--- src/rtl/core/hhce_pkg.sv ---
// Shared constants and types of the HSV hue-curve color enhancement core.
// No dependencies.
package hhce_pkg;

  localparam int HUE_FRAC_BITS   = 8;
  localparam int COLOR_FRAC_BITS = 16;
  localparam int GAIN_FRAC       = 8;

  localparam int HUE_W = 17;   // degrees, 8 fractional bits, below 360
  localparam int CLR_W = 17;   // S and V, one = 2^16
  localparam int SQ_W  = 17;
  localparam int LIN_W = 19;
  localparam int GAIN_W = 12;
  localparam int CFG_IDX_W = 8;
  localparam int CFG_DATA_W = 32;

  localparam logic [CLR_W-1:0] CLR_ONE   = CLR_W'(1 << COLOR_FRAC_BITS);
  localparam logic [HUE_W-1:0] HUE_SIXTY = HUE_W'(60 << HUE_FRAC_BITS);
  localparam logic [HUE_W-1:0] HUE_120   = HUE_W'(120 << HUE_FRAC_BITS);
  localparam logic [HUE_W-1:0] HUE_240   = HUE_W'(240 << HUE_FRAC_BITS);
  localparam logic [HUE_W-1:0] HUE_360   = HUE_W'(360 << HUE_FRAC_BITS);

  // Register indexes
  localparam logic [CFG_IDX_W-1:0] CFG_HUE_SQUARE = CFG_IDX_W'(0);
  localparam logic [CFG_IDX_W-1:0] CFG_HUE_LINEAR = CFG_IDX_W'(1);
  localparam logic [CFG_IDX_W-1:0] CFG_SAT_GAIN   = CFG_IDX_W'(2);
  localparam logic [CFG_IDX_W-1:0] CFG_VAL_GAIN   = CFG_IDX_W'(3);

  // Register reset values
  localparam logic signed [SQ_W-1:0]  RST_HUE_SQUARE = -SQ_W'(786);
  localparam logic signed [LIN_W-1:0] RST_HUE_LINEAR = LIN_W'(187433);
  localparam logic [GAIN_W-1:0]       RST_GAIN       = GAIN_W'(512);

  // Channel that holds the maximum
  localparam logic [1:0] SEL_RED   = 2'd0;
  localparam logic [1:0] SEL_GREEN = 2'd1;
  localparam logic [1:0] SEL_BLUE  = 2'd2;

  // Modulo 45 by reciprocal: bias makes the signed turn count positive
  localparam logic [17:0]  MOD_BIAS   = 18'd32805;   // 45 * 729
  localparam logic [27:0]  MOD_RECIP  = 28'd1456;    // floor(2^16 / 45)
  localparam logic [16:0]  MOD_DIV    = 17'd45;
  // Divide by 15 by reciprocal: floor(2^25 / 15)
  localparam logic [42:0]  SF_RECIP   = 43'd2236962;

  typedef struct packed {
    logic [HUE_W-1:0] hue;
    logic [CLR_W-1:0] sat;
    logic [CLR_W-1:0] val;
  } hsv_t;

endpackage

--- src/rtl/core/hhce_hue_curve.sv ---
// Hue remap (a*h + b)*h wrapped into 0..360 degrees, five register stages.
// Depends on hhce_pkg.
module hhce_hue_curve (
  input  logic                                clk,
  input  logic                                rst,
  input  logic                                adv,
  input  logic                                in_vld,
  input  hhce_pkg::hsv_t                      in_hsv,
  input  logic signed [hhce_pkg::SQ_W-1:0]    sq_coef,
  input  logic signed [hhce_pkg::LIN_W-1:0]   lin_coef,
  output logic                                out_vld,
  output hhce_pkg::hsv_t                      out_hsv
);
  import hhce_pkg::*;

  logic [4:0] vld;

  // Stage 1: a*h
  hsv_t               c1_hsv;
  logic signed [34:0] c1_ah;
  // Stage 2: t = floor(a*h / 2^8) + b
  hsv_t               c2_hsv;
  logic signed [27:0] c2_t;
  // Stage 3: p = t*h
  hsv_t               c3_hsv;
  logic signed [45:0] c3_p;
  // Stage 4: turn count estimate
  hsv_t               c4_hsv;
  logic [16:0]        c4_hu;
  logic [10:0]        c4_q0;
  logic [10:0]        c4_low;
  // Stage 5: result
  hsv_t               c5_hsv;

  logic signed [17:0] h_s1;
  logic signed [17:0] h_s3;
  logic signed [15:0] turns;
  logic [16:0]        hu_n;
  logic [27:0]        hm_n;
  logic [16:0]        q45;
  logic [16:0]        r0;
  logic [5:0]         r1;

  assign h_s1  = signed'({1'b0, in_hsv.hue});
  assign h_s3  = signed'({1'b0, c2_hsv.hue});
  assign turns = 16'(c3_p >>> 27);
  assign hu_n  = 17'(18'(turns) + signed'(MOD_BIAS));
  assign hm_n  = 28'(hu_n) * MOD_RECIP;
  assign q45   = 17'(c4_q0) * MOD_DIV;
  assign r0    = c4_hu - q45;
  assign r1    = (r0 >= MOD_DIV) ? 6'(r0 - MOD_DIV) : r0[5:0];

  always_ff @(posedge clk) begin
    if (rst) begin
      vld <= '0;
    end else if (adv) begin
      vld <= {vld[3:0], in_vld};
    end
  end

  // Advance the five stages together
  always_ff @(posedge clk) begin
    if (adv) begin
      c1_hsv <= in_hsv;
      c1_ah  <= 35'(sq_coef) * 35'(h_s1);
      c2_hsv <= c1_hsv;
      c2_t   <= 28'(c1_ah >>> HUE_FRAC_BITS) + 28'(lin_coef);
      c3_hsv <= c2_hsv;
      c3_p   <= 46'(c2_t) * 46'(h_s3);
      c4_hsv <= c3_hsv;
      c4_hu  <= hu_n;
      c4_q0  <= hm_n[26:16];
      c4_low <= c3_p[26:16];
      c5_hsv <= '{hue: {r1, c4_low}, sat: c4_hsv.sat, val: c4_hsv.val};
    end
  end

  assign out_vld = vld[4];
  assign out_hsv = c5_hsv;

endmodule

--- config.mk ---
export PLATFORM = sky130hd
export DESIGN_NAME = hhce_hue_curve
export DESIGN_NICKNAME = d
export VERILOG_FILES = /design/src/rtl/core/hhce_pkg.sv /design/src/rtl/core/hhce_hue_curve.sv
export SDC_FILE = /design/constraint.sdc
export NUM_CORES = 2
export LEC_CHECK = 0
export BUFFER_PORTS_ARGS = -buffer_cell sky130_fd_sc_hd__buf_2
export CORE_ASPECT_RATIO = 0.8
export CORE_MARGIN = 1
export CORE_UTILIZATION = 35
export DETAILED_ROUTE_END_ITERATION = 7
export SYNTH_ARGS = -nofsm -noshare
export SYNTH_HDL_FRONTEND = slang
export SYNTH_SLANG_ARGS = --single-unit
--- constraint.sdc ---
create_clock -name clk -period 10.35 [get_ports clk]
set_input_delay 1.035 -clock clk [delete_from_list [all_inputs] [get_ports clk]]
set_output_delay 1.035 -clock clk [all_outputs]
set_load 0.02 [all_outputs]
After elaboration in Yosys (flattened, before gate mapping)
Index checks and enable logic that the tools add are counted.
Widths: inputs -> output; s select.
{ "totals": {"output_inout_bits": 52, "word_cells": 30, "reg_bits": 371} }
{ "classes": {"mul": 4, "n_lt_le_gt_ge": 1, "mux": 1, "add_sub_neg": 4} }
{ "op_table": {"columns": ["cell", "n"], "rows": [
  ["$mul 28x18->43", 1],
  ["$mul 17x18->35", 1],
  ["$add 27x19->28", 1],
  ["$mul 17x7->23 const B", 1],
  ["$add 16x17->17 const B", 1],
  ["$ge 17x6->1 const B", 1],
  ["$mul 11x6->17 const B", 1],
  ["$sub 17x17->17", 1],
  ["$mux 6", 1],
  ["$sub 6x6->6 const B", 1]
]} }

Depth between registers and ports, before layout
{ "logic_depth": {"ltp_word": 4, "ltp_mapped": 27, "ltp_nobuf": 25} }

Least setup slack after synthesis
Ideal clock, no wire load.
{ "synth_timing": {"path_type": "input-to-reg", "from": "input sq_coef[8] (netlist bit)", "to": "register c1_ah[33] (data pin)", "stages": 23, "n_path_buf": 2, "setup_slack_ns": 3.379, "arrival_ns": 6.714, "t_required_ns": 10.092, "cell_sequence": "clkbuf_1 -> clkbuf_1 -> nand2_1 -> fa_1 -> fa_1 -> inv_1 -> fa_1 -> fa_1 -> fa_1 -> inv_1 -> fa_1 -> inv_1 -> ha_1 -> a21o_1 -> a21o_1 -> a21oi_1 -> o21ai_0 -> a31oi_1 -> a21oi_1 -> a211o_1 -> a311o_1 -> a21oi_2 -> xnor2_1"} }
{ "synth_via": {"elab_chain_cells": 1} }
{ "synth_lines": {"columns": ["element", "line_no", "rtl"], "rows": [
  ["start: declaration", "hhce_hue_curve.sv:9", "input logic signed [hhce_pkg::SQ_W-1:0] sq_coef,"],
  ["$mul 17x18->35", "hhce_hue_curve.sv:65", "c1_ah <= 35'(sq_coef) * 35'(h_s1);"],
  ["end signal: assignment", "hhce_hue_curve.sv:65", null],
  ["end: declaration", "hhce_hue_curve.sv:20", "logic signed [34:0] c1_ah;"]
]} }
No other way between the ends.
A chain may end at the register's enable or synchronous reset.

Worst setup path after layout
{ "layout_timing": {"from": "register c2_hsv[40] (netlist bit)", "to": "register c3_p[42] (data pin)"} }
{ "layout_via": {"elab_chain_cells": 1} }
{ "layout_lines": {"columns": ["element", "line_no", "rtl"], "rows": [
  ["start: declaration", "hhce_hue_curve.sv:22", "hsv_t c2_hsv;"],
  ["start signal: assignment", "hhce_hue_curve.sv:66", "c2_hsv <= c1_hsv;"],
  ["$mul 28x18->43", "hhce_hue_curve.sv:69", "c3_p <= 46'(c2_t) * 46'(h_s3);"],
  ["end signal: assignment", "hhce_hue_curve.sv:69", null],
  ["end: declaration", "hhce_hue_curve.sv:26", "logic signed [45:0] c3_p;"]
]} }
No other way between the ends.

==> summary.md <==
| Metric | Value |
|---|---|
| Outcome | `finished clean` |
| Synth area leaders | `fa_1 (36%), edfxtp_1 (25%), ha_1 (11%)` |
| Total gr overflow | `0` |
| CTS Buf Count | `42` |
| Final setup TNS | `0 ps` |
| Slowest stage delay, CP | `850 ps` |
| Tcrit/Tclk final | `70.2%` |
| Reg area | `10400 um2` |
| Vias | `25700` |
| Synth Area in XOR/XNOR | `2.51%` |
| Pin count of the biggest net entering global routing | `137` |
| Max Clk Rate | `0.138 GHz` |
| Synth top area share | `35.5%` |
| Critical path peak fanout | `28` |
| First drt pass iteration count | `7` |
| Total wire length | `89300 um` |
| Fin crit period | `7270 ps` |
| Full die area | `119000 um2` |
| CTS hold repair buffers | `0` |
| Adder-cell area share of the yosys netlist | `46.0%` |
| RSZ-0062 raised after global routing | `no` |
| Post-synthesis compound-gate area fraction | `4.05%` |
| # fillers | `11500` |
| Final Slew Violations | `0` |
| Die H | `309 um` |
| CP Capture Type | `flop` |
| Commonest cells post-synth | `inv_1 (922), fa_1 (729), nand2_1 (423), and2_1 (374), ha_1 (345)` |
| Distinct cells, synth | `63` |
| Placer Congestion | `0.854` |
| Clk_lat worst skew | `600 ps` |
| CTS Sinks | `347` |
| CP top delay family | `adder cells` |
| DRC | `0` |
| Wire length per cell | `16.1 um` |
| First-pass GRT wire length | `148000 um` |
| DP Wirelength | `69900 um` |
| CP max stage cell | `edfxtp_1` |
| Worst slew pin tran | `1180 ps` |
| Net Count, Synth | `5039` |
| Fin nets | `5123` |
| Mux contribution to synthesized area | `0.250%` |
| Crit path kind | `flop to flop` |
| Crit path DAT | `7600 ps` |
| Synth Area in Simple Gates | `12.5%` |
| PortBufs | `142` |
| DR iter-0 viols | `1574` |
| Seq/Total Area, Yosys | `25.2%` |
| Post-CTS Setup Bufs | `0` |
| Synthesis warning total | `0` |
| Largest family of logic cells by synthesized area | `adder cells` |
| Synth Flop Type | `edfxtp_1` |
| Mapped Area | `41100 um2` |
| Number of synthesized flops with an enable pin | `342` |
| Cells after Synth | `3874` |
| Yosys top cell by area | `fa_1` |
| CTS tree | `built` |
| Total GRT Usage | `15.7%` |
| Vias in the first global route | `27300` |
| Most frequent cell after synthesis | `inv_1` |
| Critical path startpoint category | `flop` |
| Final ANT Viol Nets | `0` |
| H-tree depth | `2` |
| Final setup viols | `0` |
| Critical Path Most Common Cell | `fa_1` |
| Ys async rst share | `0%` |
| CTS Root Cell | `clkbuf_16` |
| Layout cells sized above 1 | `5.84%` |
| Bufs and invs on worst path | `4` |
| Worst endpoint required time | `10680 ps` |
| CP cell instances | `and2_1 > fa_1 > inv_1 > fa_1 > fa_1 > inv_1 > fa_1 > fa_1 > inv_1 > fa_1 > inv_1 > ha_1 > a211o_1 > a21oi_1 > and3_1 > a22o_1 > nand3_1 > nand3_1 > nand2_1 > o31a_1 > a211oi_1 > xnor2_1` |
| Core Rows | `112` |
| Reg clk slew, reported paths | `60 ps` |
| Hold Vio Cnt, Final | `0` |
| Total of max-cap violations | `0` |
| Clock skew | `42.6 ps` |
| Initial antenna violation count | `8` |
| Core area | `117000 um2` |
| Hold/Removal Path Class | `flop to flop` |
| I/O Pins | `143` |
| Avg Cell Area, Syn | `10.6 um2` |
| Seq cells post-synth | `347` |
| Worst slew margin | `21.2%` |
| DR vias/cell | `4.65` |
| Clk buf depth | `3` |
| Area of the multi-input gates | `26800 um2` |
| Syn-to-layout area delta | `9.08%` |
| Initial Util | `35.3%` |
| CTS-repair resized insts | `0` |
| Die X | `385 um` |
## state kept, by name, indices dropped and copies added (netlist names)
name     count
out_hsv     51
c2_t        28
c4_hsv      34
vld          5
c3_hsv      34
c4_q0       11
c4_low      11
c4_hu       17
c3_p        27
c2_hsv      51
c1_hsv      51
c1_ah       27
## final cells by class
class	instances	share of cell area (%)
multi-input combinational	2489	59.9
sequential	347	23.1
clock inverter	29	0.748
clock buffer	46	2.38
antenna	2	0.0112
inverter	923	7.73
timing repair buffer	155	1.85
tap	1539	4.30
## placed cells by master, fill, tap and decap left out, types with 41 or more instances in the layout
cell and count:
inv_1 922, fa_1 729, nand2_1 423, and2_1 374
ha_1 345, edfxtp_1 342, buf_2 141, nor2_1 87
xnor2_1 83, a21oi_1 66, o21ai_0 50, clkbuf_16 42
nor3_1 41
## per-stage QoR
stage / area, um2 / util [%] / hold WS, ps / setup WS [ps] / std cells
2_1_floorplan: 41100 / - / 400 / 3380 / 3874
3_3_place_gp: 43400 / 37.2 / 400 / 3190 / 5453
3_5_place_dp: 43400 / 37.2 / 405 / 3120 / 5453
4_1_cts: 44800 / 38.4 / 406 / 3120 / 5528
5_1_grt: 44800 / 38.4 / 417 / 2730 / 5529
6_report: 44800 / 38.5 / 405 / 3080 / 5530
## layer usage
metal	track usage, %	part of all wire (%)
met4	3.20	1.6
met2	22.9	42
met5	0	0.054
met3	3.50	7.4
met1	23.7	49
## path summary, 6_finish.rpt
check / to / cells after the start / slack [ps] / from
worst min register to register: out_hsv[36]$_DFFE_PP_ / 0 / 410 / c4_low[2]$_DFFE_PP_
worst max register to register: c3_p[42]$_DFFE_PP_ / 22 / 3080 / c2_hsv[40]$_DFFE_PP_
worst min-delay path: out_hsv[36]$_DFFE_PP_ / 0 / 410 / c4_low[2]$_DFFE_PP_
worst max-delay path: c3_p[42]$_DFFE_PP_ / 22 / 3080 / c2_hsv[40]$_DFFE_PP_
## worst reg2reg max path, cell delays in order (launching register included)
cell,delay [ps]
edfxtp_1,850
and2_1,410
fa_1,550
inv_1,50
fa_1,450
fa_1,510
inv_1,70
fa_1,500
fa_1,520
inv_1,60
fa_1,470
inv_1,40
ha_1,300
a211o_1,260
a21oi_1,150
and3_1,170
a22o_1,250
nand3_1,200
nand3_1,190
nand2_1,210
o31a_1,390
a211oi_1,280
xnor2_1,120
## kinds of logic after synthesis
| group | after synthesis |
|---|---|
| fa+ha+maj | 1074 |
| buf+inv | 1038 |
| simple gates | 1033 |
| flops | 347 |
| compound gates | 254 |
| xor+xnor | 118 |
| mux | 10 |
Power is left out: the tool's default activity adds up to more than one toggle a clock period on the data nets, which glitch-free logic cannot reach.
