===== config.mk =====
export PLATFORM = sky130hd
export DESIGN_NAME = hhce_hsv2rgb
export DESIGN_NICKNAME = d
export VERILOG_FILES = /design/src/rtl/core/hhce_pkg.sv /design/src/rtl/core/hhce_hsv2rgb.sv
export SDC_FILE = /design/constraint.sdc
export NUM_CORES = 2
export LEC_CHECK = 0
export ABC_CLOCK_PERIOD_IN_PS = 8400
export BUFFER_PORTS_ARGS = -buffer_cell sky130_fd_sc_hd__buf_2
export CORE_MARGIN = 2
export CORE_UTILIZATION = 30
export CTS_CLUSTER_DIAMETER = 60
export DETAILED_ROUTE_END_ITERATION = 10
export HOLD_SLACK_MARGIN = 0.1
export PLACE_DENSITY = 0.47
export SLEW_MARGIN = 20
export SYNTH_ARGS = -nofsm -noshare
export SYNTH_HDL_FRONTEND = slang
export SYNTH_SLANG_ARGS = --single-unit

===== constraint.sdc =====
create_clock -name clk -period 8.4 [get_ports clk]
set_clock_uncertainty 0.05 [all_clocks]
set_input_delay 0 -clock clk [delete_from_list [all_inputs] [get_ports clk]]
set_output_delay 0 -clock clk [all_outputs]
set_load 0.005 [all_outputs]

===== src/rtl/core/hhce_pkg.sv =====
// Shared constants and types of the HSV hue-curve color enhancement core.
// No dependencies.
package hhce_pkg;

  localparam int HUE_FRAC_BITS   = 8;
  localparam int COLOR_FRAC_BITS = 16;
  localparam int GAIN_FRAC       = 8;

  localparam int HUE_W = 17;   // degrees, 8 fractional bits, below 360
  localparam int CLR_W = 17;   // S and V, one = 2^16
  localparam int SQ_W  = 17;
  localparam int LIN_W = 19;
  localparam int GAIN_W = 12;
  localparam int CFG_IDX_W = 8;
  localparam int CFG_DATA_W = 32;

  localparam logic [CLR_W-1:0] CLR_ONE   = CLR_W'(1 << COLOR_FRAC_BITS);
  localparam logic [HUE_W-1:0] HUE_SIXTY = HUE_W'(60 << HUE_FRAC_BITS);
  localparam logic [HUE_W-1:0] HUE_120   = HUE_W'(120 << HUE_FRAC_BITS);
  localparam logic [HUE_W-1:0] HUE_240   = HUE_W'(240 << HUE_FRAC_BITS);
  localparam logic [HUE_W-1:0] HUE_360   = HUE_W'(360 << HUE_FRAC_BITS);

  // Register indexes
  localparam logic [CFG_IDX_W-1:0] CFG_HUE_SQUARE = CFG_IDX_W'(0);
  localparam logic [CFG_IDX_W-1:0] CFG_HUE_LINEAR = CFG_IDX_W'(1);
  localparam logic [CFG_IDX_W-1:0] CFG_SAT_GAIN   = CFG_IDX_W'(2);
  localparam logic [CFG_IDX_W-1:0] CFG_VAL_GAIN   = CFG_IDX_W'(3);

  // Register reset values
  localparam logic signed [SQ_W-1:0]  RST_HUE_SQUARE = -SQ_W'(786);
  localparam logic signed [LIN_W-1:0] RST_HUE_LINEAR = LIN_W'(187433);
  localparam logic [GAIN_W-1:0]       RST_GAIN       = GAIN_W'(512);

  // Channel that holds the maximum
  localparam logic [1:0] SEL_RED   = 2'd0;
  localparam logic [1:0] SEL_GREEN = 2'd1;
  localparam logic [1:0] SEL_BLUE  = 2'd2;

  // Modulo 45 by reciprocal: bias makes the signed turn count positive
  localparam logic [17:0]  MOD_BIAS   = 18'd32805;   // 45 * 729
  localparam logic [27:0]  MOD_RECIP  = 28'd1456;    // floor(2^16 / 45)
  localparam logic [16:0]  MOD_DIV    = 17'd45;
  // Divide by 15 by reciprocal: floor(2^25 / 15)
  localparam logic [42:0]  SF_RECIP   = 43'd2236962;

  typedef struct packed {
    logic [HUE_W-1:0] hue;
    logic [CLR_W-1:0] sat;
    logic [CLR_W-1:0] val;
  } hsv_t;

endpackage


===== src/rtl/core/hhce_hsv2rgb.sv =====
// HSV back to 8-bit BGR, five register stages, the last one the output register.
// Depends on hhce_pkg.
module hhce_hsv2rgb (
  input  logic           clk,
  input  logic           rst,
  input  logic           adv,
  input  logic           in_vld,
  input  hhce_pkg::hsv_t in_hsv,
  output logic           out_vld,
  output logic [7:0]     blue,
  output logic [7:0]     green,
  output logic [7:0]     red
);
  import hhce_pkg::*;

  localparam logic [2:0] SEC_0 = 3'd0;
  localparam logic [2:0] SEC_1 = 3'd1;
  localparam logic [2:0] SEC_2 = 3'd2;
  localparam logic [2:0] SEC_3 = 3'd3;
  localparam logic [2:0] SEC_4 = 3'd4;

  logic [4:0] vld;

  logic [2:0]        d1_sec, d2_sec, d3_sec, d4_sec;
  logic [CLR_W-1:0]  d1_s, d2_s, d3_s;
  logic [CLR_W-1:0]  d1_v, d2_v, d3_v, d4_v;
  logic [CLR_W-1:0]  d1_p, d2_p, d3_p, d4_p;
  logic [30:0]       d1_prod;
  logic [19:0]       d2_x;
  logic [17:0]       d2_q0;
  logic [CLR_W-1:0]  d3_sf;
  logic [CLR_W-1:0]  d4_q, d4_t;

  logic [2:0]        sec_n;
  logic [13:0]       f_n;
  logic [33:0]       pv_n;
  logic [42:0]       y_n;
  logic [21:0]       q15;
  logic [21:0]       r_n;
  logic [CLR_W-1:0]  one_sf;
  logic [CLR_W-1:0]  one_s_sf;
  logic [33:0]       qv_n, tv_n;
  logic [CLR_W-1:0]  ro, go, bo;

  function automatic logic [7:0] to_byte(input logic [CLR_W-1:0] c);
    logic [24:0] c255;
    c255 = {c, 8'd0} - 25'(c);
    return c255[23:16];
  endfunction

  // Sector and offset inside it
  always_comb begin
    sec_n = 3'(in_hsv.hue >= HUE_SIXTY) + 3'(in_hsv.hue >= HUE_120)
          + 3'(in_hsv.hue >= 17'(HUE_SIXTY * 3)) + 3'(in_hsv.hue >= HUE_240)
          + 3'(in_hsv.hue >= 17'(HUE_SIXTY * 5));
    f_n   = 14'(in_hsv.hue - 17'(17'(sec_n) * HUE_SIXTY));
  end

  assign pv_n     = 34'(in_hsv.val) * 34'(CLR_ONE - in_hsv.sat);
  assign y_n      = 43'(d1_prod[30:10]) * SF_RECIP;
  assign q15      = {d2_q0, 4'd0} - 22'(d2_q0);
  assign r_n      = 22'(d2_x) - q15;
  assign one_sf   = CLR_ONE - d3_sf;
  assign one_s_sf = CLR_ONE - d3_s + d3_sf;
  assign qv_n     = 34'(d3_v) * 34'(one_sf);
  assign tv_n     = 34'(d3_v) * 34'(one_s_sf);

  // Route V, P, Q, T to channels by sector
  always_comb begin
    case (d4_sec)
      SEC_0: begin ro = d4_v; go = d4_t; bo = d4_p; end
      SEC_1: begin ro = d4_q; go = d4_v; bo = d4_p; end
      SEC_2: begin ro = d4_p; go = d4_v; bo = d4_t; end
      SEC_3: begin ro = d4_p; go = d4_q; bo = d4_v; end
      SEC_4: begin ro = d4_t; go = d4_p; bo = d4_v; end
      default: begin ro = d4_v; go = d4_p; bo = d4_q; end
    endcase
  end

  always_ff @(posedge clk) begin
    if (rst) begin
      vld <= '0;
    end else if (adv) begin
      vld <= {vld[3:0], in_vld};
    end
  end

  always_ff @(posedge clk) begin
    if (adv) begin
      d1_sec  <= sec_n;
      d1_s    <= in_hsv.sat;
      d1_v    <= in_hsv.val;
      d1_p    <= pv_n[32:16];
      d1_prod <= 31'(in_hsv.sat) * 31'(f_n);
      d2_sec  <= d1_sec;
      d2_s    <= d1_s;
      d2_v    <= d1_v;
      d2_p    <= d1_p;
      d2_x    <= d1_prod[29:10];
      d2_q0   <= y_n[42:25];
      d3_sec  <= d2_sec;
      d3_s    <= d2_s;
      d3_v    <= d2_v;
      d3_p    <= d2_p;
      d3_sf   <= (r_n >= 22'd15) ? 17'(d2_q0 + 18'd1) : 17'(d2_q0);
      d4_sec  <= d3_sec;
      d4_v    <= d3_v;
      d4_p    <= d3_p;
      d4_q    <= qv_n[32:16];
      d4_t    <= tv_n[32:16];
      blue    <= to_byte(bo);
      green   <= to_byte(go);
      red     <= to_byte(ro);
    end
  end

  assign out_vld = vld[4];

endmodule


After elaboration in Yosys (flattened, before gate mapping)
Index checks and enable logic that the tools add are counted.
{"block": "op_classes", "add_sub_neg": 15, "n_mul": 6, "order_cmp": 6, "eq_ne": 4, "muxes": 4, "reduce_logical": 5}
{"operator": "$pmux 17 s3", "count": 3}
{"operator": "$sub 24x17->24", "count": 3}
{"operator": "$mul 17x17->33", "count": 2}
{"operator": "$mul 21x21->42 const B", "count": 1}
{"operator": "$ge 17x16->1 const B", "count": 2}
{"operator": "$sub 17x17->17 const A", "count": 2}
{"operator": "$mul 18x18->33", "count": 1}
{"operator": "$mul 17x14->31", "count": 1}
{"operator": "$ge 22x4->1 const B", "count": 1}
{"operator": "$sub 20x22->22", "count": 1}
{"operator": "$sub 22x18->22", "count": 1}
{"operator": "$sub 17x17->18 const A", "count": 1}
{"operator": "$add 17x1->17 const B", "count": 1}
{"operator": "$add 17x17->17", "count": 1}
{"operator": "$ge 17x14->1 const B", "count": 1}
{"operator": "$ge 17x15->1 const B", "count": 1}
{"operator": "$ge 17x17->1 const B", "count": 1}
{"operator": "$mux 17", "count": 1}
{"operator": "$sub 14x14->14", "count": 1}
{"operator": "$reduce_or 2->1", "count": 4}
{"operator": "$add 3x1->3", "count": 2}
{"operator": "$eq 3x2->1 const B", "count": 2}
{"operator": "$mul 3x4->4 const B", "count": 1}
{"operator": "$add 2x1->3", "count": 1}
{"operator": "4 further kinds", "count": 4}
{"block": "word_totals", "reg_bits": 348, "inputBits": 55}

Depth between registers and ports, before layout
{"block": "depth", "word_depth": 8, "ltp_mapped": 41, "ltp_nobuf": 37}

Worst setup path after synthesis
OpenSTA, ideal clock, no wires.
{"block": "synth_timing", "path_type": "register to register", "from": "register d3_sf[0]", "to": "register d4_t[13] (data pin)", "setup_ns": 0.258, "t_arrival_ns": 8.737, "required_ns": 8.092, "slack_ns": -0.645, "path_stages_with_launch": 41, "cell_sequence": "edfxtp_1 -> clkbuf_1 -> clkbuf_1 -> inv_1 -> ha_1 -> inv_1 -> ha_1 -> inv_1 -> fa_1 -> nor2b_1 -> o21ai_0 -> a21boi_0 -> o21ai_0 -> a21boi_0 -> o21ai_0 -> a21oi_1 -> a211o_1 -> and4_1 -> (+5 left out) -> inv_1 -> fa_1 -> inv_1 -> fa_1 -> fa_1 -> inv_1 -> fa_1 -> ha_1 -> a211oi_1 -> nor2b_1 -> a311o_1 -> a31oi_1 -> a21oi_1 -> o22ai_1 -> nand4_1 -> o21ai_0 -> a21oi_1 -> xnor2_1"}
{"block": "synth_via", "elab_chain_cells": 2}
{"item": "start, declared", "line_no": "hhce_hsv2rgb.sv:31", "text": "logic [CLR_W-1:0] d3_sf;"}
{"item": "start signal, assigned", "line_no": "hhce_hsv2rgb.sv:105", "text": "d3_sf <= (r_n >= 22'd15) ? 17'(d2_q0 + 18'd1) : 17'(d2_q0);"}
{"item": "$add 17x17->17", "line_no": "hhce_hsv2rgb.sv:64", "text": "assign one_s_sf = CLR_ONE - d3_s + d3_sf;"}
{"item": "$mul 17x17->33", "line_no": "hhce_hsv2rgb.sv:66", "text": "assign tv_n = 34'(d3_v) * 34'(one_s_sf);"}
{"item": "named net tv_n[29]", "line_no": "hhce_hsv2rgb.sv:42", "text": "logic [33:0] qv_n, tv_n;"}
{"item": "end signal, assigned", "line_no": "hhce_hsv2rgb.sv:110", "text": "d4_t <= tv_n[32:16];"}
{"item": "end, declared", "line_no": "hhce_hsv2rgb.sv:32", "text": "logic [CLR_W-1:0] d4_q, d4_t;"}
The timed path passes the listed nets, and every way through them passes these cells.
A chain may end at the register's enable or synchronous reset.

Final worst setup path
{"block": "layout_timing", "from": "register d3_sf[1]", "to": "register d4_t[16] (data pin)"}
Same word-level chain as after synthesis.

==> results.sh <==
export IMPL_final_hold_viol_count=0
export IMPL_final_cell_mix="inv_1 (1209), fa_1 (921), nand2_1 (739), ha_1 (643), and2_1 (343)"
export IMPL_die_h_um=434
export IMPL_min_path_cells=5
export IMPL_final_cells=8363
export IMPL_synth_cell_types=79
export IMPL_syn_area_per_cell_sq_um=9.72
export IMPL_setup_violations=0
export IMPL_min_delay_start="in_hsv[49]"
export IMPL_synth_cells=5719
export IMPL_synth_nets=7345
export IMPL_clock_sinks=338
export IMPL_crit_top_cell="fa_1"
export IMPL_place_congestion=0.857
export IMPL_r2r_setup_slack_ns=0.28
export IMPL_routed_wl_um=151000
export IMPL_worst_setup_path_end_kind="flop"
export IMPL_drc=0
export IMPL_grt_max_degree=132
export IMPL_finalMaxSlewViolations=0
export IMPL_hold_end="d1_sec[2]"
export IMPL_layout_nets=7485
export IMPL_critPathArrivalTime_ns=8.42
export IMPL_cp_buffers_inverters=4
export IMPL_drt_iter0_drc=2071
export IMPL_clk_root_buffer_cell="clkbuf_16"
export IMPL_slowest_stage="fa_1"
export IMPL_required_ns=8.70
export IMPL_antenna_left=0
export IMPL_layout_commonest_cell="inv_1"
export IMPL_synth_xor_xnor_area_share_pct=2.80
export IMPL_fin_crit_sh_pct=96.7
export IMPL_drt_vias_per_instance=4.62
export IMPL_async_flop_share_pct=0
export IMPL_top_register="d1_prod"
export IMPL_overflow=0
export IMPL_synth_edf_count=333
export IMPL_reg2regPathDepth=34
export IMPL_cp_start_kind="flop"
export IMPL_synthMuxAreaShare_pct=0.999
export IMPL_worst_path_max_fanout=5
export IMPL_max_freq_mhz=123
export IMPL_rsz0062_at_grt="true"
export IMPL_synthAdderAreaFrac_pct=47.8
export IMPL_max_cap_violations=0
export IMPL_ys_ff_latch=338
export IMPL_clk_latency_ns=0.63
export IMPL_drive_gt1_share_pct=8.09
export IMPL_htree_levels=2
export IMPL_place_inst=8226
export IMPL_ys_warn_count=0
export IMPL_synth_flop_cell="edfxtp_1"
export IMPL_mappedNetlistArea_sq_mm=0.0556
export IMPL_tightestPinTransition_ns=1.17
export IMPL_grt_pass1_wl_um=242000
export IMPL_dr_pass1_iters=5
export IMPL_die_x_um=434
export IMPL_reg_top3="d1_prod (21), d2_x (20), d2_q0 (18)"
export IMPL_cts_clk_slew_worst_paths_ns=0.07
export IMPL_io_buffers=79
export IMPL_clock_path_buffers=3
export IMPL_synth_simple_area_share_pct=14.3
export IMPL_core_area_sq_mm=0.184
export IMPL_place_hpwl_um=119000
export IMPL_synth_compound_area_share_pct=5.96
export IMPL_largest_reg_flops=21
export IMPL_antenna_found_initial=12
export IMPL_slowest_delay_ns=0.53
export IMPL_grt_usage_pct=16.5
export IMPL_reg2reg_to="d4_t[16]"
export IMPL_r2r_start="d3_sf[1]"
export IMPL_grt_pass1_vias=41700
export IMPL_ios=80
export IMPL_cts_tree="built"
export IMPL_core_rowCount=157
export IMPL_crit_type="reg -> reg"
export IMPL_status="finished, final reports clean"
export IMPL_crit_family="adder cells"
export IMPL_seq_area_frac_synth_pct=18.2
export IMPL_synth_top_family_by_area="adder cells"
export IMPL_wl_per_cell_um=18.0
export IMPL_min_path_type="in -> reg"
export IMPL_cts_made_buffers=44
export IMPL_via_count=38600
export IMPL_utilization_pct=33.9
export IMPL_area_delta_synth_final_pct=12.0
export IMPL_dieArea_sq_mm=0.189
export IMPL_period_minus_slack_ns=8.12
export IMPL_max_slew_margin_pct=21.4
export IMPL_initial_utilization_pct=30.3
[per-layer routing]
metal  vias to the layer above  wire, um  GRT usage, %  part of all wire [%]
met5                         -         0             0                     0
met1                     19700     70700          22.8                    47
li1                      18200         -             -                     -
met3                       160      3930          1.10                   2.6
met2                       584     73300          28.4                    49
met4                         0      2890          3.33                   1.9
[synth_stat cells (23+ instances only)]
cell	number	area (sq um)
a211oi_1	34	255
a21o_1	34	255
a21oi_1	153	766
and2_1	343	2150
clkbuf_1	217	815
edfxtp_1	333	10000
fa_1	923	18500
ha_1	648	8110
inv_1	1211	4550
mux2i_1	42	420
nand2_1	740	2780
nand2b_1	74	463
nand3_1	38	190
nor2_1	152	571
nor2b_1	67	419
nor3_1	43	215
nor3b_1	24	180
nor4_1	23	144
o21a_1	35	263
o21ai_0	79	395
o31ai_1	24	180
xnor2_1	129	1130
xor2_1	49	429
[area by class of cell]
| cell class | instances | area, sq um |
|---|---|---|
| antenna | 4 | 10.0 |
| timing repair buffer | 342 | 2680 |
| sequential | 338 | 10100 |
| multi-input combinational | 3920 | 40400 |
| clock buffer | 48 | 1130 |
| tap | 2464 | 3080 |
| inverter | 1213 | 4550 |
| fill | 18900 | 121000 |
| clock inverter | 34 | 352 |
[worst max-delay path by stage]
stage / start / endpoint / slack [ns] / depth (start not counted)
after floorplan: in_hsv[46] / d1_prod[23] / 0.01 / 34
after global placement: in_hsv[46] / d1_prod[23] / -0.55 / 34
after detailed placement: in_hsv[46] / d1_prod[24] / -0.67 / 34
after CTS: d3_sf[1] / d4_t[16] / -0.02 / 34
after global routing: d3_sf[1] / d4_t[16] / -0.13 / 34
final: d3_sf[1] / d4_t[16] / 0.28 / 34
[cells by family (layout without fill, tap and decap cells)]
| family | count (synthesis) | in the layout |
|---|---|---|
| flops | 338 | 338 |
| mux | 54 | 54 |
| xor+xnor | 178 | 178 |
| compound gates | 502 | 502 |
| simple gates | 1615 | 1615 |
| other cells | 0 | 4 |
| buf+inv | 1461 | 1637 |
| fa+ha+maj | 1571 | 1571 |
[worst reg2reg max path, delay by kind of cell, from the launching register on]
family	cells	cell delay (ns)
compound gates	16	2.40
xor+xnor	1	0.09
fa+ha+maj	10	4.02
buf+inv	4	0.18
flops	1	0.43
simple gates	3	0.72
[per-stage QoR]
stage	TNS, ns	hold slack, ns	setup slack, ns	cell area, sq um
floorplan	0	0.0224	0.0140	55700
global placement	-4.98	0.184	-0.554	59900
detailed placement	-5.27	0.188	-0.667	60000
CTS	-0.0242	0.186	-0.0242	61900
global route	-0.457	0.301	-0.126	62300
finish	0	0.288	0.278	62300
[what timing repair did]
item / in CTS / in global routing
setup endpoints to repair: 8 / 25
hold endpoints to repair: 129 / 0
hold buffers: 39 / 0
cloned: 0 / 0
pin swaps: 27 / 32
resized for setup: 15 / 55
setup buffers: 5 / 7
Power is not shown: default switching activity piles up to over one toggle a cycle in this logic, so the estimate is an artifact.
