$ cat config.mk
export PLATFORM = sky130hd
export DESIGN_NAME = hhce_div_pipe
export DESIGN_NICKNAME = d
export VERILOG_FILES = /design/src/rtl/core/hhce_div_pipe.sv
export SDC_FILE = /design/constraint.sdc
export NUM_CORES = 1
export LEC_CHECK = 0
export BUFFER_PORTS_ARGS = -buffer_cell sky130_fd_sc_hd__buf_2
export CAP_MARGIN = 15
export CORE_ASPECT_RATIO = 0.6
export CORE_MARGIN = 2
export CORE_UTILIZATION = 45
export DETAILED_ROUTE_END_ITERATION = 7
export GPL_TIMING_DRIVEN = 0
export HOLD_SLACK_MARGIN = 0.08
export PLACE_DENSITY = 0.6
export SETUP_SLACK_MARGIN = 0.5
export SLEW_MARGIN = 20
export SYNTH_ARGS = -nofsm -noshare
export SYNTH_HDL_FRONTEND = slang
export SYNTH_SLANG_ARGS = --single-unit
export TNS_END_PERCENT = 20
$ cat constraint.sdc
create_clock -name clk -period 3.8 [get_ports clk]
set_input_delay 0 -clock clk [delete_from_list [all_inputs] [get_ports clk]]
set_output_delay 0 -clock clk [all_outputs]
set_load 0.05 [all_outputs]
$ cat src/rtl/core/hhce_div_pipe.sv
// Pipelined restoring divider: one quotient bit per stage, with sideband.
// No package dependencies.
module hhce_div_pipe #(
  parameter int NUM_W  = 25,
  parameter int DEN_W  = 8,
  parameter int SIDE_W = 8
) (
  input  logic              clk,
  input  logic              rst,
  input  logic              adv,
  input  logic              in_vld,
  input  logic [NUM_W-1:0]  num,
  input  logic [DEN_W-1:0]  den,
  input  logic [SIDE_W-1:0] side,
  output logic              out_vld,
  output logic [NUM_W-1:0]  quot,
  output logic [SIDE_W-1:0] side_out
);

  logic              vld    [NUM_W];
  logic [DEN_W-1:0]  rem    [NUM_W];
  logic [NUM_W-1:0]  nbits  [NUM_W];
  logic [NUM_W-1:0]  quo    [NUM_W];
  logic [DEN_W-1:0]  dens   [NUM_W];
  logic [SIDE_W-1:0] sides  [NUM_W];

  for (genvar i = 0; i < NUM_W; i++) begin : g_stage
    logic              vin;
    logic [DEN_W-1:0]  rem_in;
    logic [NUM_W-1:0]  num_in;
    logic [NUM_W-1:0]  quo_in;
    logic [DEN_W-1:0]  den_in;
    logic [SIDE_W-1:0] side_in;
    logic [DEN_W:0]    trial;
    logic [DEN_W:0]    diff;
    logic              ge;

    if (i == 0) begin : g_first
      assign vin     = in_vld;
      assign rem_in  = '0;
      assign num_in  = num;
      assign quo_in  = '0;
      assign den_in  = den;
      assign side_in = side;
    end else begin : g_next
      assign vin     = vld[i-1];
      assign rem_in  = rem[i-1];
      assign num_in  = nbits[i-1];
      assign quo_in  = quo[i-1];
      assign den_in  = dens[i-1];
      assign side_in = sides[i-1];
    end

    // Shift in one numerator bit, subtract when it fits
    assign trial = {rem_in, num_in[NUM_W-1]};
    assign diff  = trial - {1'b0, den_in};
    assign ge    = (trial >= {1'b0, den_in});

    always_ff @(posedge clk) begin
      if (rst) begin
        vld[i] <= 1'b0;
      end else if (adv) begin
        vld[i] <= vin;
      end
    end

    always_ff @(posedge clk) begin
      if (adv) begin
        rem[i]   <= ge ? diff[DEN_W-1:0] : trial[DEN_W-1:0];
        nbits[i] <= {num_in[NUM_W-2:0], 1'b0};
        quo[i]   <= {quo_in[NUM_W-2:0], ge};
        dens[i]  <= den_in;
        sides[i] <= side_in;
      end
    end
  end

  assign out_vld  = vld[NUM_W-1];
  assign quot     = quo[NUM_W-1];
  assign side_out = sides[NUM_W-1];

endmodule

* Word-level counts from Yosys, hierarchy flattened
Memories as Yosys holds them, arrays and structs flattened.
Cells that the tools add are included.
** Word-level totals
- Flip-flop bits (word level) :: 0
- Memory bits (writable) :: 1850
- Input port bits :: 45
- Word-level logic and storage cells :: 137
- Memories kept :: 6
** Memories
- quo :: words 25, width 25, read ports 25, clocked after memory_dff 0, write ports 25, line 23 : logic [NUM_W-1:0] quo [NUM_W];
- nbits :: words 25, width 24, read ports 24, clocked after memory_dff 0, write ports 25, line 22 : logic [NUM_W-1:0] nbits [NUM_W];
- dens :: words 25, width 8, read ports 24, clocked after memory_dff 0, write ports 25, line 24 : logic [DEN_W-1:0] dens [NUM_W];
- rem :: words 25, width 8, read ports 24, clocked after memory_dff 0, write ports 25, line 21 : logic [DEN_W-1:0] rem [NUM_W];
- sides :: words 25, width 8, read ports 25, clocked after memory_dff 0, write ports 25, line 25 : logic [SIDE_W-1:0] sides [NUM_W];
- vld :: words 25, width 1, read ports 25, clocked after memory_dff 0, write ports 25, line 20 : logic vld [NUM_W];
** Cells by class
- Add/subtract/negate cells :: 25
- $lt $le $gt $ge :: 25
- Mux-type cells :: 56
- Bitwise operators :: 25
** Operators with widths (number)
- >= comparator 9 x 8 -> 1 bit :: 24
- two-way mux 8 bit :: 25
- subtractor 8 bit :: 24
- two-way mux 1 bit :: 31
- OR 1 bit :: 25
- >= comparator 1 x 8 -> 1 bit :: 1
- subtractor 1 x 8 -> 8 bit :: 1

* Longest topological paths before layout
Gate-level depths: netlist of run 1.
- Word-level depth :: 4
- Mapped depth :: 8
- Gate-level depth less buffers :: 8

* Worst setup path before layout of run 1
OpenSTA, ideal clock, no wires.
- Kind :: flip-flop to flip-flop
- Start point :: mem rem[22][2], in the netlist rem[1][50]
- End point :: mem rem[23][2], in the netlist rem[1][58], data pin
- Setup time :: 0.260 ns
- Arrival time :: 1.938 ns
- Slack :: 1.602 ns
- Stages on the path, launching flop included :: 7
- Cell sequence :: edfxtp_1 > ha_1 > a21o_1 > a21oi_2 > a31oi_1 > nor4_4 > mux2_2
** RTL lines (line)
- from (decl) :: 21

==> results.json, run 1 <==
{
  "period_share_pct": 73.9,
  "crit_required_ns": 4.15,
  "busiest_layer": "met1",
  "grtUsageMet1_pct": 21.5,
  "worstSetupPathType": "reg2reg",
  "clock-sinks": 1234,
  "yosysMostFrequentCell": "edfxtp_1",
  "hpwlAfterDp_microns": 45700,
  "min_period_ns": 2.81,
  "htreeDepth": 3,
  "ys_ff_latch": 1234,
  "register_area_sq_um": 37100,
  "clk-insertion-delay-late_ns": 0.71,
  "dr_total_vias": 23200,
  "die_w_microns": 426,
  "rsz0062_at_grt": "no",
  "synth_xor_area_share_pct": 1.26,
  "finalMaxSlewViolations": 0,
  "cp_max_fo": 10,
  "core_region_area_sq_um": 105000,
  "synth_top_area_share_pct": 77.2,
  "port-buffer-count": 78,
  "area_growth_pct": 14.5,
  "synth_area_leaders": "edfxtp_1, ha_1, inv_1",
  "fmax_mhz": 356,
  "dieHeight_microns": 257,
  "setup_viol": 0,
  "ys_seq_area_share_pct": 77.2,
  "async_flop_share_pct": 0,
  "drt-initial-drc-count": 1972,
  "numCtsBuffers": 112,
  "wl_per_cell_microns": 15.9,
  "grt_antenna_before_repair": 0,
  "syn_avg_cell_area_sq_um": 17.0,
  "crit_path_start_kind": "flip-flop",
  "outcome": "finished clean",
  "core.rowCount": 92,
  "gp_congestion": 0.840,
  "syn_nets": 3083,
  "synthMuxAreaShare_pct": 1.52,
  "synth_common_cells": "edfxtp_1, inv_1, ha_1, o21ai_0, nand2_1",
  "max-vdd-ir-drop_uv": 374,
  "tns_ns": 0,
  "place_area_sq_um": 50400,
  "p_leak_uw": 0.0202,
  "pwr_density_cell_nw_per_um2": 690,
  "synth_compound_area_share_pct": 7.07,
  "fin_total_pwr_uw": 37900,
  "min_path_type": "in2reg",
  "root_buffer": "clkbuf_16",
  "synth_top_family_by_area": "compound AO/OA/AOI/OAI gates",
  "synth_area_sq_um": 48000,
  "path_cells": "inv_1 > ha_1 > a21oi_1 > o21ai_0 > a221oi_2 > buf_2 > o21ai_0",
  "design.die.area_sq_um": 109000,
  "slowest_stage": "edfxtp_1",
  "grt_max_degree": 151,
  "gr-total-overflow": 0,
  "drcViolationCount": 0,
  "endpoint_kind": "flip-flop",
  "clk_pin_slew_ns": 0.06,
  "ys.flop_type": "edfxtp_1",
  "post-cts-setup-buffers": 0,
  "wirelength_microns": 73100,
  "synthAdderAreaFrac_pct": 6.02,
  "grt_pass1_wl_microns": 119000,
  "met3_usage_pct": 3.16,
  "drive_gt1_share_pct": 11.3,
  "io_pins": 79,
  "slowest_delay_ns": 0.54,
  "design_area_sq_um": 54900,
  "fill_cells": 8458,
  "worst_slew_pin_slew_ns": 0.802,
  "drv_cap": 0,
  "first_global_vias": 22600,
  "vias_per_cell": 5.04,
  "n_antenna_cell": 0,
  "initial_utilization_pct": 45.6,
  "crit_path_frequent_cell": "o21ai_0",
  "final_hold_viol_count": 0,
  "yosys_warnings": 0,
  "grt.met2_usage_pct": 18.1,
  "layout.nets": 3369,
  "yosys.area.top_type": "edfxtp_1",
  "synth-simple-area-share_pct": 4.75,
  "synth.distinct_cells": 60,
  "cts_tree": "done",
  "ctsLongestPathBuffers": 3,
  "synth_edf_count": 1234,
  "drt_first_pass_iters": 5,
  "detail-route-antenna-nets": 0,
  "multi_input_area_sq_um": 9900,
  "fin_ws_ns": 0.990,
  "track_usage_pct": 13.4,
  "dp_slack_ns": 1.05,
  "skew_ns": 0.0139,
  "synthCells": 2821,
  "slew_headroom_pct": 46.6,
  "cp_data_arrival_time_ns": 3.15
}
## placed cells by master (no fill, tap or decap), drive strengths merged, types with 46 or more instances in the layout
master	instances
edfxtp	1234
inv	260
ha	194
o21ai	186
nand2	142
clkbuf	140
a21oi	113
buf	100
dlygate4sd3	86
nor2	60
and2	50
o21a	46
## power by group
group / switching [uW] / leakage [uW] / internal, uW
clock network: 4850 / 0.00180 / 6490
registers: 789 / 0.0121 / 17400
logic: 4810 / 0.00634 / 3570
total: 10400 / 0.0202 / 27500
## per-stage QoR
stage / instances / utilization, % / hold WS, ns
detailed placement: 4317 / 47.8 / 0.178
global placement: 4309 / 47.6 / 0.176
global route: 4603 / 52.2 / 0.150
CTS: 4603 / 52.2 / 0.118
finish: 4603 / 52.2 / 0.193
floorplan: 2821 / - / 0.0989
## state kept, by name, summed over array words and instances (netlist names)
name   flops
dens     192
rem      192
sides    200
vld       25
nbits    300
quo      325
## layout make-up
| cell class | count | share of cell area [%] |
|---|---|---|
| Tap cell | 1410 | 3.21 |
| Clock inverter | 65 | 1.35 |
| Timing Repair Buffer | 172 | 2.71 |
| Sequential cell | 1234 | 67.4 |
| Multi-Input combinational cell | 1313 | 18.0 |
| Buffer | 19 | 0.162 |
| Clock buffer | 135 | 5.37 |
| Inverter | 255 | 1.74 |
## layer usage
metal	share of wire, %	wire (microns)
met1	52	38300
met4	2.2	1640
met2	41	29700
met5	0	0
met3	4.8	3510
## final timing paths
kind | slack (ns) | cells past startpoint | endpoint | start
max | 0.99 | 7 | rem[0][115]$_DFFE_PP_ | dens[1][42]$_DFFE_PP_
min | 0.19 | 4 | rem[0][0]$_DFFE_PP_ | num[24]
max reg2reg | 0.99 | 7 | rem[0][115]$_DFFE_PP_ | dens[1][42]$_DFFE_PP_
min reg2reg | 0.41 | 0 | sides[24][7]$_DFFE_PP_ | sides[23][7]$_DFFE_PP_
## logic make-up (layout without fill, tap and decap cells)
family | count (synthesis) | count (layout)
flip-flops | 1234 | 1234
AO/OA/AOI/OAI | 524 | 524
AND/OR/NAND/NOR | 435 | 435
buffers and inverters | 274 | 646
adder cells (fa/ha/maj) | 217 | 217
XOR/XNOR | 69 | 69
multiplexers | 68 | 68
## critical path, delay by kind of cell (launching register included)
| family | cells | cell delay [ns] |
|---|---|---|
| AO/OA/AOI/OAI | 4 | 1.19 |
| adder cells (fa/ha/maj) | 1 | 0.34 |
| flip-flops | 1 | 0.54 |
| buffers and inverters | 2 | 0.38 |
## what timing repair did
item                      4_1_cts  5_1_grt
resized for setup               0        0
hold buffers                   86        0
hold endpoints to repair      181        0
Power figures use the tool's default switching activity.
==> run 2, diff against run 1 <==
- PLACE_DENSITY: 0.6 -> 0.63
- clock period: 3.8 -> 2.4 ns (I/O delays scaled with it)
==> results.json, run 2 (same netlist as run 1, synthesis figures left out) <==
{
  "outcome": "complete, but fails checks",
  "violations": "hold timing",
  "combPwrFrac_pct": 31.0,
  "htreeDepth": 3,
  "rsz0062_at_grt": "yes",
  "min_path_type": "in2reg",
  "pwr_density_cell_nw_per_um2": 1120,
  "vias_per_cell": 5.08,
  "drcViolationCount": 0,
  "core.rowCount": 92,
  "dieHeight_microns": 257,
  "largest_register_ffs": 325,
  "detail-route-antenna-nets": 0,
  "crit_path_start_kind": "flip-flop",
  "clock-sinks": 1234,
  "wirelength_microns": 82700,
  "placed_cells": 4317,
  "drt_first_pass_iters": 5,
  "cts_tree": "done",
  "final_common_cell": "edfxtp_1",
  "dr_wl_met3_microns": 3610,
  "endpoint_kind": "flip-flop",
  "clockPowerShare_pct": 25.8,
  "drv_cap": 0,
  "hold_buffers": 84,
  "io_pins": 79,
  "drt-initial-drc-count": 1952,
  "p_int_uw": 47800,
  "die_w_microns": 426,
  "drive_gt1_share_pct": 31.2,
  "ctsLongestPathBuffers": 3,
  "hpwlAfterDp_microns": 46200,
  "final_hold_viol_count": 106,
  "design.die.area_sq_um": 109000,
  "reg.largest.list": "quo x325, nbits x300, sides x200",
  "cp_max_fo": 3,
  "grt_antenna_before_repair": 1,
  "core_region_area_sq_um": 105000,
  "clk-insertion-delay-late_ns": 0.72,
  "initial_utilization_pct": 45.6,
  "total_switching_power_uw": 19700,
  "port-buffer-count": 78,
  "layout.nets": 3629,
  "fmax_mhz": 443,
  "clk_pin_slew_ns": 0.06,
  "worst_slew_pin_slew_ns": 0.780,
  "fin_cells": 4873,
  "top_layer_used": "met4",
  "dr_total_vias": 24700,
  "n_antenna_cell": 0,
  "numCtsBuffers": 111,
  "routed-wl-met2_microns": 36000,
  "fill_cells": 7944,
  "cp_data_arrival_time_ns": 2.70,
  "timing.hold.ws_ns": -0.246,
  "first_global_vias": 24500,
  "max-vdd-ir-drop_uv": 727,
  "swShare_pct": 29.2,
  "gp_congestion": 0.873,
  "area_growth_pct": 25.5,
  "skew_ns": 0.0305,
  "finalMaxSlewViolations": 0,
  "slew_headroom_pct": 48.0,
  "track_usage_pct": 14.6,
  "wl_met1_microns": 41200,
  "grt_pass1_wl_microns": 130000,
  "wl_per_cell_microns": 17.0,
  "setup_viol": 0,
  "worstSetupPathType": "reg2reg",
  "gr-total-overflow": 0,
  "p_leak_uw": 0.0220,
  "period_share_pct": 94.1,
  "root_buffer": "clkbuf_16",
  "p_seq_share_pct": 43.2,
  "min_period_ns": 2.26,
  "grt_max_degree": 151,
  "final_cell_mix": "edfxtp_1, buf_4, inv_1",
  "regToRegSetupSlack_ns": 0.14,
  "top_register": "quo",
  "crit_required_ns": 2.84
}
[run 2: cell count changes in the layout (fill, tap and decap cells not counted), moves of 27 or more]
cell | before | now
o21ai_0 | 185 | 85
inv_2 | 0 | 67
ha_4 | 0 | 110
a21oi_1 | 109 | 53
mux2_2 | 41 | 9
o21ai_1 | 0 | 35
ha_1 | 194 | 72
inv_1 | 255 | 184
buf_6 | 0 | 48
buf_4 | 0 | 216
nand2_1 | 142 | 115
o21ai_2 | 1 | 57
mux2_4 | 0 | 32
a21oi_2 | 4 | 41
[run 2: path summary, 6_finish.rpt]
check                         start                endpoint  cells after the start
max           dens[1][24]$_DFFE_PP_   rem[0][100]$_DFFE_PP_                      7
min                             adv  nbits[0][16]$_DFFE_PP_                      1
max reg2reg   dens[1][24]$_DFFE_PP_   rem[0][100]$_DFFE_PP_                      7
min reg2reg  nbits[3][70]$_DFFE_PP_  nbits[3][95]$_DFFE_PP_                      0
[run 2: what timing repair did]
action,CTS,global route
setup endpoints to repair,609,648
endpoints found under the hold margin,205,106
resized for setup,501,195
buffers inserted,177,67
pin swaps,132,66
gates cloned,13,6
[run 2: per-stage QoR]
| stage | setup TNS (ns) | util [%] | setup slack (ns) | instance area [sq um] | total power, uW |
|---|---|---|---|---|---|
| after global placement | - | 48.0 | -18.27 | 50500 | 43000 |
| after floorplan | 0 | - | 0.210 | 48400 | 39100 |
| after CTS | 0 | 55.8 | 0.123 | 58700 | 65600 |
| after detailed placement | -179.21 | 48.2 | -0.540 | 50800 | 42900 |
| after global routing | 0 | 57.2 | 0.0927 | 60200 | 70900 |
| final | 0 | 57.2 | 0.141 | 60200 | 67500 |
[run 2: final cells by class]
type / instances / area, sq um / share of cell area [%]
clock inverters: 81 / 722 / 1.20
clock buffers: 128 / 2860 / 4.75
repair buffers: 433 / 3720 / 6.18
flip-flops and latches: 1234 / 37100 / 61.5
well taps: 1410 / 1760 / 2.93
multi-input cells: 1313 / 12900 / 21.5
inverters: 255 / 968 / 1.61
plain buffers: 19 / 191 / 0.318
[run 2: critical path: stages, from the launching register on]
cell and delay [ns]:
edfxtp_1 0.49, ha_4 0.23, fa_2 0.39, nand2b_4 0.16
buf_4 0.13, nand2b_1 0.09, a211oi_1 0.08, o31ai_1 0.41
[run 2: metal layers]
metal | vias to the layer above | global-route usage (%)
li1 | 11800 | -
met1 | 12200 | 22.5
met2 | 516 | 21.0
met3 | 165 | 3.26
met4 | 0 | 3.85
met5 | - | 0
[run 2: power by group through the flow]
stage	clock network (uW)	logic, uW	registers, uW
floorplan	0	10200	28900
global placement	0	13000	30000
detailed placement	0	13600	29300
CTS	18100	18500	29100
global route	18900	22600	29400
finish	17400	20900	29200
==> run 3, diff against run 2 <==
- ABC_AREA: not set -> 1
- BUFFER_PORTS_ARGS: -buffer_cell sky130_fd_sc_hd__buf_2 -> not set
- DONT_BUFFER_PORTS: not set -> 1
- PLACE_DENSITY: 0.63 -> 0.62
==> results.json, run 3 <==
{
  "yosysMostFrequentCell": "edfxtp_1",
  "tns_ns": 0,
  "core_region_area_sq_um": 112000,
  "drt-initial-drc-count": 2716,
  "detail-route-antenna-nets": 0,
  "post-route-util_pct": 53.0,
  "rsz0062_at_grt": "yes",
  "drv_cap": 0,
  "crit_required_ns": 2.89,
  "largest_register_ffs": 325,
  "reg.largest.list": "quo x325, nbits x300, sides x200",
  "hpwlAfterDp_microns": 53100,
  "final_common_cell": "edfxtp_1",
  "hold_buffers": 88,
  "die_w_microns": 439,
  "cp_max_fo": 7,
  "final_cell_mix": "edfxtp_1, nand2_1, inv_1",
  "slowest_stage": "edfxtp_1",
  "yosys_warnings": 0,
  "track_usage_pct": 15.0,
  "syn_avg_cell_area_sq_um": 13.2,
  "synth_edf_count": 1234,
  "numCtsBuffers": 112,
  "gp_congestion": 0.893,
  "cp_data_arrival_time_ns": 2.49,
  "htreeDepth": 3,
  "crit_path_frequent_cell": "buf_4",
  "worst_slew_pin_slew_ns": 1.03,
  "critPathBufInv": 3,
  "slowest_delay_ns": 0.40,
  "p_seq_share_pct": 44.4,
  "first_global_vias": 25700,
  "combPwrFrac_pct": 28.0,
  "path_cells": "ha_1 > buf_4 > nand2_1 > nand2_2 > a21oi_2 > nand2_2 > nand2_4 > nand2_4 > buf_4 > buf_4",
  "min_path_type": "in2reg",
  "dr_total_vias": 27800,
  "top_register": "quo",
  "dieHeight_microns": 265,
  "syn_nets": 4128,
  "gr-total-overflow": 0,
  "pwr_density_cell_nw_per_um2": 1110,
  "drt_first_pass_iters": 5,
  "port-buffer-count": 0,
  "fmax_mhz": 499,
  "drive_gt1_share_pct": 13.2,
  "grt_antenna_before_repair": 1,
  "cts_tree": "done",
  "violations": "hold timing",
  "core.rowCount": 95,
  "initial_utilization_pct": 45.5,
  "vias_per_cell": 4.80,
  "synth_area_sq_um": 51000,
  "ys.flop_type": "edfxtp_1",
  "ctsLongestPathBuffers": 3,
  "synth_common_cells": "edfxtp_1, nand2_1, inv_1, nand3_1, ha_1",
  "yosys.area.top_type": "edfxtp_1",
  "outcome": "complete, but fails checks",
  "period_share_pct": 83.5,
  "area_growth_pct": 16.6,
  "synthCells": 3866,
  "wirelength_microns": 88400,
  "drcViolationCount": 0,
  "grt_max_degree": 1212,
  "layout.nets": 4450,
  "clk-insertion-delay-late_ns": 0.72,
  "swShare_pct": 31.7,
  "root_buffer": "clkbuf_16",
  "finalMaxSlewViolations": 0,
  "grt_pass1_wl_microns": 139000,
  "timing.hold.ws_ns": -0.601,
  "synth_area_leaders": "edfxtp_1, nand2_1, ha_1",
  "total_switching_power_uw": 21000,
  "max-vdd-ir-drop_uv": 634,
  "final_hold_viol_count": 64,
  "clockPowerShare_pct": 27.6,
  "cp_top_family": "buffers and inverters",
  "clk_pin_slew_ns": 0.07,
  "synth_top_area_share_pct": 72.7,
  "crit_path_start_kind": "flip-flop",
  "design.die.area_sq_um": 116000,
  "fin_total_pwr_uw": 66200,
  "endpoint_kind": "flip-flop",
  "io_pins": 79,
  "p_leak_uw": 0.0244,
  "synth.distinct_cells": 34,
  "setup_viol": 0,
  "async_flop_share_pct": 0,
  "wl_per_cell_microns": 15.3,
  "p_int_uw": 45200,
  "slew_headroom_pct": 31.2,
  "min_period_ns": 2.00,
  "ys_seq_area_share_pct": 72.7,
  "skew_ns": 0.0263,
  "clock-sinks": 1234,
  "worstSetupPathType": "reg2reg",
  "ys_ff_latch": 1234
}
run 3: changes by cell type in the layout (fill, tap and decap cells not counted), moves of 41 or more:
cell     before  now
inv_2        67    4
o21ai_0      85    2
inv_1       184  554
nand4_1       3   44
o21ai_2      57    0
nand2_1     115  915
ha_4        110   31
nor2_1       58  140
nand2_2      22   95
ha_1         72  151
buf_2        79    6
buf_4       216   91
nand3_1      10  332
o21a_1       46    0
run 3: cell families (layout without fill, tap and decap cells):
kind of cell / after synthesis / after routing / share of synthesized area [%]
AND/OR/NAND/NOR: 1652 / 1665 / 14.7
buffers and inverters: 595 / 995 / 4.61
XOR/XNOR: 69 / 69 / 1.19
adder cells (fa/ha/maj): 217 / 217 / 5.66
AO/OA/AOI/OAI: 99 / 100 / 1.17
other: 0 / 1 / 0
flip-flops: 1234 / 1234 / 72.7
run 3: through the flow:
stage / cells / hold WS, ns / setup slack (ns) / area, sq um
finish: 5784 / -0.601 / 0.397 / 59400
global route: 5783 / -0.674 / 0.327 / 59400
CTS: 5736 / -0.589 / 0.443 / 58600
detailed placement: 5369 / 0.0989 / 0.259 / 52900
global placement: 5369 / 0.0989 / 0.259 / 52900
floorplan: 3866 / 0.0989 / 0.662 / 51000
run 3: path summary, 6_finish.rpt:
check                                      startpoint               endpoint  slack [ns]  depth (start not counted)
worst min register to register  quo[1][194]$_DFFE_PP_  quo[1][220]$_DFFE_PP_        0.40                          0
worst max register to register   rem[0][25]$_DFFE_PP_  quo[0][100]$_DFFE_PP_        0.40                         10
worst max-delay path             rem[0][25]$_DFFE_PP_  quo[0][100]$_DFFE_PP_        0.40                         10
worst min-delay path                              adv  sides[0][3]$_DFFE_PP_       -0.60                          0
run 3: per-layer routing:
| metal | up-vias | GRT usage [%] | part of all wire (%) |
|---|---|---|---|
| li1 | 13900 | - | - |
| met5 | - | 0 | 0 |
| met1 | 13100 | 25.6 | 54 |
| met4 | 0 | 3.73 | 1.7 |
| met3 | 123 | 3.88 | 7.3 |
| met2 | 689 | 18.3 | 37 |
run 3: area by class of cell:
type,count,area (sq um)
multi-input cells,2051,12400
flip-flops and latches,1234,37100
repair buffers,194,1990
clock buffers,126,2860
plain buffers,26,220
well taps,1503,1880
diodes,1,2.50
inverters,569,2140
clock inverters,80,903
fillers,9347,52700
run 3: timing repair:
action                                 in CTS  in global routing
setup endpoints to repair                 195                420
gates resized for setup                    84                 47
pin swaps                                  24                 15
buffers inserted                           64                 32
endpoints found under the hold margin    1043                163
cloned                                      9                  8
run 3: power groups by stage:
| stage | registers [uW] | logic (uW) | clock network, uW |
|---|---|---|---|
| after floorplan | 29000 | 12800 | 0 |
| after global placement | 29700 | 15800 | 0 |
| after detailed placement | 29700 | 16000 | 0 |
| after CTS | 29400 | 17300 | 18900 |
| after global routing | 29700 | 21000 | 19800 |
| final | 29400 | 18500 | 18300 |
